**config.mk**
```make
export PLATFORM = sky130hd
export DESIGN_NAME = longest_nondecreasing_subsequence_core
export DESIGN_NICKNAME = d
export VERILOG_FILES = /design/src/sv/lnds_pkg.sv /design/src/sv/longest_nondecreasing_subsequence_core.sv
export SDC_FILE = /design/constraint.sdc
export NUM_CORES = 2
export LEC_CHECK = 0
export BUFFER_PORTS_ARGS = -buffer_cell sky130_fd_sc_hd__buf_4
export CAP_MARGIN = 20
export CELL_PAD_IN_SITES_DETAIL_PLACEMENT = 1
export CELL_PAD_IN_SITES_GLOBAL_PLACEMENT = 1
export CORE_MARGIN = 4
export CORE_UTILIZATION = 40
export CTS_BUF_LIST = sky130_fd_sc_hd__clkbuf_16
export CTS_CLUSTER_SIZE = 40
export DETAILED_ROUTE_END_ITERATION = 12
export PLACE_DENSITY_LB_ADDON = 0.1
export SYNTH_ARGS = -nofsm -noshare
export SYNTH_HDL_FRONTEND = slang
export SYNTH_MEMORY_MAX_BITS = 65536
export SYNTH_SLANG_ARGS = --single-unit
```
**constraint.sdc**
```tcl
create_clock -name clk -period 4.8 [get_ports clk]
set_clock_uncertainty 0.2 [all_clocks]
set_input_delay 0.96 -clock clk [delete_from_list [all_inputs] [get_ports clk]]
set_output_delay 0.96 -clock clk [all_outputs]
set_load 0.05 [all_outputs]
```
**src/sv/lnds_pkg.sv**
```systemverilog
// Shared constants and types for the longest non-decreasing subsequence block.
package lnds_pkg;

    localparam int MAX_ELEMENTS = 64;
    localparam int IDX_W        = (MAX_ELEMENTS > 1) ? $clog2(MAX_ELEMENTS) : 1;
    localparam int CNT_W        = $clog2(MAX_ELEMENTS + 1);
    localparam int VALUE_W      = 32;

    typedef logic [IDX_W-1:0] idx_t;
    typedef logic [CNT_W-1:0] cnt_t;

    typedef struct packed {
        logic signed [VALUE_W-1:0] value;
        cnt_t                      length;
        idx_t                      pred;
    } entry_t;

endpackage

```
**src/sv/longest_nondecreasing_subsequence_core.sv**
```systemverilog
// Longest non-decreasing subsequence core: sample store, compare sequencer and traceback.
// Samples are loaded one item at a time; each accepted sample holds the input stalled while
// it is compared and written (a sample dropped because the store is full is taken at once):
// the single compare unit visits every earlier stored sample once, one stored entry per
// cycle through the store's one read port. An item that carries last_sample then walks the
// predecessor chain back (one store read per element) into a small output buffer and emits
// the subsequence in order. A result register parts the two sides.
module longest_nondecreasing_subsequence_core
    import lnds_pkg::*;
(
    input  logic                      clk,
    input  logic                      rst_n,
    input  logic                      sample_valid,
    output logic                      sample_stall,
    input  logic signed [VALUE_W-1:0] sample,
    input  logic                      last_sample,
    output logic                      result_valid,
    input  logic                      result_stall,
    output logic signed [VALUE_W-1:0] kept_value,
    output logic                      kept_last,
    output logic [CNT_W-1:0]          run_length,
    output logic                      dropped_any
);

    typedef enum logic [2:0] {
        S_IDLE,
        S_SCAN,
        S_DRAIN,
        S_WRITE,
        S_TRACE_RD,
        S_TRACE_WR,
        S_EMIT_RD,
        S_EMIT_LOAD
    } state_t;

    state_t                    state_reg;
    cnt_t                      loaded_reg;
    cnt_t                      best_len_reg;
    idx_t                      best_end_reg;
    logic                      overflow_reg;
    logic signed [VALUE_W-1:0] sample_reg;
    logic                      last_reg;
    idx_t                      j_reg;
    logic                      cmp_valid_reg;
    idx_t                      cmp_idx_reg;
    cnt_t                      len_reg;
    idx_t                      pred_reg;
    idx_t                      idx_reg;
    idx_t                      slot_reg;
    idx_t                      emit_reg;
    logic                      result_valid_reg;
    logic signed [VALUE_W-1:0] kept_value_reg;
    logic                      kept_last_reg;
    cnt_t                      run_length_reg;
    logic                      dropped_any_reg;

    entry_t                    store_mem [MAX_ELEMENTS];
    entry_t                    rd_data_reg;
    logic signed [VALUE_W-1:0] out_buf [MAX_ELEMENTS];
    logic signed [VALUE_W-1:0] buf_data_reg;

    idx_t   rd_addr;
    idx_t   pos;
    cnt_t   loaded_m1;
    cnt_t   best_len_m1;
    idx_t   last_slot;
    cnt_t   cand;
    logic   passes;
    logic   accept;
    logic   result_free;
    logic   store_full;

    assign pos         = loaded_reg[IDX_W-1:0];
    assign loaded_m1   = loaded_reg - cnt_t'(1);
    assign best_len_m1 = best_len_reg - cnt_t'(1);
    assign last_slot   = best_len_m1[IDX_W-1:0];
    assign rd_addr     = (state_reg == S_SCAN) ? j_reg : idx_reg;
    assign cand        = rd_data_reg.length + cnt_t'(1);
    assign passes      = cmp_valid_reg && (sample_reg >= $signed(rd_data_reg.value))
                         && (len_reg < cand);
    assign accept      = sample_valid && !sample_stall;
    assign result_free = !result_valid_reg || !result_stall;
    assign store_full  = (loaded_reg >= cnt_t'(MAX_ELEMENTS));

    assign sample_stall = (state_reg != S_IDLE);
    assign result_valid = result_valid_reg;
    assign kept_value   = kept_value_reg;
    assign kept_last    = kept_last_reg;
    assign run_length   = run_length_reg;
    assign dropped_any  = dropped_any_reg;

    // Sample store and output buffer: one write and one registered read each per cycle.
    always_ff @(posedge clk)
    begin
        if (state_reg == S_WRITE)
        begin
            store_mem[pos] <= '{value: sample_reg, length: len_reg, pred: pred_reg};
        end
        rd_data_reg <= store_mem[rd_addr];
        if (state_reg == S_TRACE_WR)
        begin
            out_buf[slot_reg] <= $signed(rd_data_reg.value);
        end
        buf_data_reg <= out_buf[emit_reg];
    end

    always_ff @(posedge clk or negedge rst_n)
    begin
        if (!rst_n)
        begin
            state_reg        <= S_IDLE;
            loaded_reg       <= '0;
            best_len_reg     <= cnt_t'(1);
            best_end_reg     <= '0;
            overflow_reg     <= 1'b0;
            sample_reg       <= '0;
            last_reg         <= 1'b0;
            j_reg            <= '0;
            cmp_valid_reg    <= 1'b0;
            cmp_idx_reg      <= '0;
            len_reg          <= cnt_t'(1);
            pred_reg         <= '0;
            idx_reg          <= '0;
            slot_reg         <= '0;
            emit_reg         <= '0;
            result_valid_reg <= 1'b0;
            kept_value_reg   <= '0;
            kept_last_reg    <= 1'b0;
            run_length_reg   <= '0;
            dropped_any_reg  <= 1'b0;
        end
        else
        begin
            // In S_EMIT_LOAD the result register is reloaded below instead.
            if (result_valid_reg && !result_stall && (state_reg != S_EMIT_LOAD))
            begin
                result_valid_reg <= 1'b0;
            end

            cmp_valid_reg <= (state_reg == S_SCAN);
            cmp_idx_reg   <= j_reg;

            // Shared compare unit: strictly longer runs only, so the earliest predecessor wins.
            if (passes)
            begin
                len_reg  <= cand;
                pred_reg <= cmp_idx_reg;
                if (best_len_reg < cand)
                begin
                    best_len_reg <= cand;
                    best_end_reg <= pos;
                end
            end

            unique case (state_reg)
                S_IDLE:
                begin
                    if (accept)
                    begin
                        sample_reg <= sample;
                        last_reg   <= last_sample;
                        j_reg      <= '0;
                        len_reg    <= cnt_t'(1);
                        pred_reg   <= '0;
                        if (store_full)
                        begin
                            overflow_reg <= 1'b1;
                            if (last_sample)
                            begin
                                idx_reg   <= best_end_reg;
                                slot_reg  <= last_slot;
                                state_reg <= S_TRACE_RD;
                            end
                        end
                        else if (loaded_reg == '0)
                        begin
                            state_reg <= S_WRITE;
                        end
                        else
                        begin
                            state_reg <= S_SCAN;
                        end
                    end
                end
                S_SCAN:
                begin
                    j_reg <= j_reg + idx_t'(1);
                    if (j_reg == loaded_m1[IDX_W-1:0])
                    begin
                        state_reg <= S_DRAIN;
                    end
                end
                S_DRAIN:
                begin
                    state_reg <= S_WRITE;
                end
                S_WRITE:
                begin
                    loaded_reg <= loaded_reg + cnt_t'(1);
                    if (last_reg)
                    begin
                        idx_reg   <= best_end_reg;
                        slot_reg  <= last_slot;
                        state_reg <= S_TRACE_RD;
                    end
                    else
                    begin
                        state_reg <= S_IDLE;
                    end
                end
                S_TRACE_RD:
                begin
                    state_reg <= S_TRACE_WR;
                end
                S_TRACE_WR:
                begin
                    idx_reg <= rd_data_reg.pred;
                    if (slot_reg == '0)
                    begin
                        emit_reg  <= '0;
                        state_reg <= S_EMIT_RD;
                    end
                    else
                    begin
                        slot_reg  <= slot_reg - idx_t'(1);
                        state_reg <= S_TRACE_RD;
                    end
                end
                S_EMIT_RD:
                begin
                    state_reg <= S_EMIT_LOAD;
                end
                S_EMIT_LOAD:
                begin
                    if (result_free)
                    begin
                        result_valid_reg <= 1'b1;
                        kept_value_reg   <= buf_data_reg;
                        kept_last_reg    <= (emit_reg == last_slot);
                        run_length_reg   <= best_len_reg;
                        dropped_any_reg  <= overflow_reg;
                        if (emit_reg == last_slot)
                        begin
                            // Sequence done: counters return to their reset values.
                            loaded_reg   <= '0;
                            best_len_reg <= cnt_t'(1);
                            best_end_reg <= '0;
                            overflow_reg <= 1'b0;
                            state_reg    <= S_IDLE;
                        end
                        else
                        begin
                            emit_reg  <= emit_reg + idx_t'(1);
                            state_reg <= S_EMIT_RD;
                        end
                    end
                end
                default:
                begin
                    state_reg <= S_IDLE;
                end
            endcase
        end
    end

endmodule

```
==> metrics.md <==
| Metric | Value |
|---|---|
| Die height | `712 µm` |
| Post-Synth Adder-Cell Area | `0.328%` |
| Synth area leaders | `edfxtp_1 (75%), mux4_2 (10%), nand2_1 (3.5%), nand3_1 (2.1%), dfrtp_1 (1.8%)` |
| Vias in the first global route | `112,000` |
| Yosys top cell area share | `74.7%` |
| Number of synthesized flops with an enable pin | `4,928` |
| Hold EP | `result_valid$_DFF_PN0_` |
| Overall Global Routing Usage | `25.7%` |
| CP startpoint kind | `flip-flop` |
| Initial antenna violation count | `39` |
| Top_reg_cell synth | `edfxtp_1` |
| Synth Area per Inst | `18.3 µm²` |
| Cell chain of the critical path | `or3b_4 > a21oi_4 > buf_12 > buf_12 > buf_6 > mux4_2 > a22o_1 > a221oi_2 > nand3_1` |
| Crit path kind | `reg -> reg` |
| Top post-synthesis cells by count | `edfxtp_1 (4,928), nand2_1 (1,870), mux4_2 (903)` |
| PortBufs | `79` |
| Most Frequent Cell on Critical Path | `buf_12` |
| First-pass GRT wire length | `918,000 µm` |
| Clock Latency Late Sink | `1080 ps` |
| Post-synthesis compound-gate area fraction | `1.92%` |
| Vias | `108,000` |
| Worst reg2reg endpoint | `rd_data_reg[6]$_DFF_P_` |
| Actual slew at the worst max-slew pin | `1290 ps` |
| FMAX | `224 MHz` |
| Place WS | `-310 ps` |
| CP Max Fanout | `24` |
| Register bit total from synthesis | `5,148` |
| Final #Nets | `11,600` |
| Async set-or-reset flop fraction in the synthesized netlist | `2.78%` |
| Fin Hold WS | `153 ps` |
| Setup WS post-layout | `336 ps` |
| Vias per cell | `5.88` |
| Largest net degree at the start of global routing | `143` |
| Final-report hold violation count | `0` |
| Top-count cell post-synth | `edfxtp_1` |
| Hold WC Path Type | `in -> reg` |
| Hold Path Origin | `result_stall` |
| Simple-gate share of the synthesized area | `7.13%` |
| Count of pins over their slew limit | `0` |
| Die footprint | `507,000 µm²` |
| RSZ-0062 raised after global routing | `no` |
| Leak Pwr | `74.7 nW` |
| Critical Path End Type | `flip-flop` |
| Period utilization | `93.0%` |
| Die Wd | `712 µm` |
| Placer Congestion | `0.806` |
| Inst Count DP | `17,400` |
| CP top delay family | `compound AO/OA/AOI/OAI gates` |
| Iteration-0 DRC Markers | `12,300` |
| Synthesized instance count | `10,800` |
| Min Clock Period, post-route | `4460 ps` |
| TritonRoute pass-1 iters | `8` |
| Worst r2r src | `state_reg[0]$_DFFE_PN0P_` |
| Worst-case reg-to-reg path depth | `9` |
| Mux cell area share after synthesis | `11.6%` |
| Arr. time, crit path | `5100 ps` |
| Worst vdd ir | `0.000542 V` |
| Mapped cell area | `198,000 µm²` |
| Area leader, netlist | `edfxtp_1` |
| Hold Path Depth | `3` |
| Crit path largest cell delay | `640 ps` |
| Overflow left after global routing | `0` |
| P per Cell Area | `634 nW/µm²` |
| CTS tree | `built` |
| Detail Route Antenna Nets | `0` |
| Ports | `80` |
| Setup-failing EPs final | `0` |
| Total power | `145 mW` |
| Root buffer cell | `clkbuf_16` |
| DRC viols | `0` |
| Utilization after layout | `46.5%` |
| Main combinational cell family by area after synthesis | `multiplexers` |
| # rows | `258` |
| Number of max-cap violations | `0` |
| Core area | `494,000 µm²` |
| Cts bufs inserted | `563` |
| Syn_nets | `10,900` |
| Status | `completed` |
| Clock Path Buffers | `4` |
| Critical path required time | `5440 ps` |
| Detailed Place HPWL | `382,000 µm` |
| Clock slew at reported path FFs | `60 ps` |
| Sequential fraction of the synthesis area | `77.3%` |
| P&R area growth vs syn | `15.7%` |
| Worst R2R Setup Slack | `340 ps` |
| Synth Area in XOR/XNOR | `0.176%` |
| Effective utilization at floorplan | `40.2%` |
| Max_slew headroom | `13.7%` |
| Max reg flops | `2,880` |
| Final wirelength | `662,000 µm` |
| Share of cells above drive strength 1 | `22.0%` |
| Bufs and invs on worst path | `3` |
| Final cell count without fillers | `18,400` |
| CP max-delay cell | `or3b_4` |
| Yosys cell types | `83` |
| Synth Warn # | `0` |
| H-Tree Depth | `6` |
| WL per Instance | `35.9 µm` |
| Clk sinks | `5,148` |
cells by family after synthesis:
group | count (synthesis)
AO/OA/AOI/OAI | 567
XOR/XNOR | 35
adder cells (fa/ha/maj) | 52
buffers and inverters | 654
flip-flops | 5148
multiplexers | 1142
AND/OR/NAND/NOR | 3240
layout make-up:
cell class | count | area (µm²)
antenna | 6 | 15.0
clock buffer | 588 | 14700
clock inverter | 426 | 2620
fill | 45600 | 264000
inverter | 50 | 188
multi-input combinational | 5037 | 43000
sequential | 5148 | 153000
tap | 6500 | 8130
timing repair buffer | 691 | 7380
what timing repair did:
item / in CTS / in global routing
endpoints found under the setup margin: 1 / 1
cloned: 0 / 1
resized for setup: 2 / 2
hold buffers: 35 / 0
hold endpoints to repair: 98 / 0
setup buffers: 0 / 0
worst max-delay path by stage:
stage	cells past startpoint	slack, ps	startpoint	endpoint
final	9	340	state_reg[0]$_DFFE_PN0P_	rd_data_reg[6]$_DFF_P_
after global routing	9	210	state_reg[0]$_DFFE_PN0P_	rd_data_reg[6]$_DFF_P_
after CTS	9	80	state_reg[0]$_DFFE_PN0P_	rd_data_reg[6]$_DFF_P_
after detailed placement	9	-310	state_reg[0]$_DFFE_PN0P_	rd_data_reg[6]$_DFF_P_
after global placement	9	-280	state_reg[0]$_DFFE_PN0P_	rd_data_reg[6]$_DFF_P_
after floorplan	4	-150	state_reg[2]$_DFFE_PN0P_	store_mem[33][0]$_DFFE_PP_
cell usage in the layout (no fill, tap or decap), types with 52 or more instances in the layout:
cell / n
mux2_2: 74
ha_1: 52
clkinv_2: 71
nand2_1: 1867
nand4_1: 178
inv_1: 211
buf_12: 163
a31oi_1: 149
clkinv_1: 133
nor2_4: 139
nor2_1: 53
mux2i_1: 157
buf_4: 488
nand3_1: 846
mux4_2: 903
clkbuf_16: 588
edfxtp_1: 4928
a22oi_1: 58
dfrtp_1: 92
a21oi_1: 140
worst reg2reg max path: cells and delay by family, from the launching register on:
| family | cells | cell delay, ps |
|---|---|---|
| AND/OR/NAND/NOR | 2 | 1020 |
| flip-flops | 1 | 520 |
| AO/OA/AOI/OAI | 3 | 1060 |
| buffers and inverters | 3 | 880 |
| multiplexers | 1 | 580 |
report_power, final:
group	leakage, nW	switching (mW)	internal [mW]	total [mW]
combinational	18.7	30.4	15.0	45.4
sequential	46.9	1.97	56.9	58.8
clock	9.11	17.8	23.2	41.1
metrics by stage:
step	setup TNS (ps)	area, µm²
2_1_floorplan	-19620	198000
3_3_place_gp	-413	211000
5_1_grt	0	229000
6_report	0	229000
4_1_cts	0	229000
3_5_place_dp	-310	212000
routing by layer:
metal,routed length (µm),up-vias,global-route usage [%]
li1,-,44300,-
met1,271000,59300,34.6
met2,328000,3887,43.3
met3,39700,984,3.60
met4,23400,6,8.13
met5,36,-,0
Power figures use the tool's default switching activity.
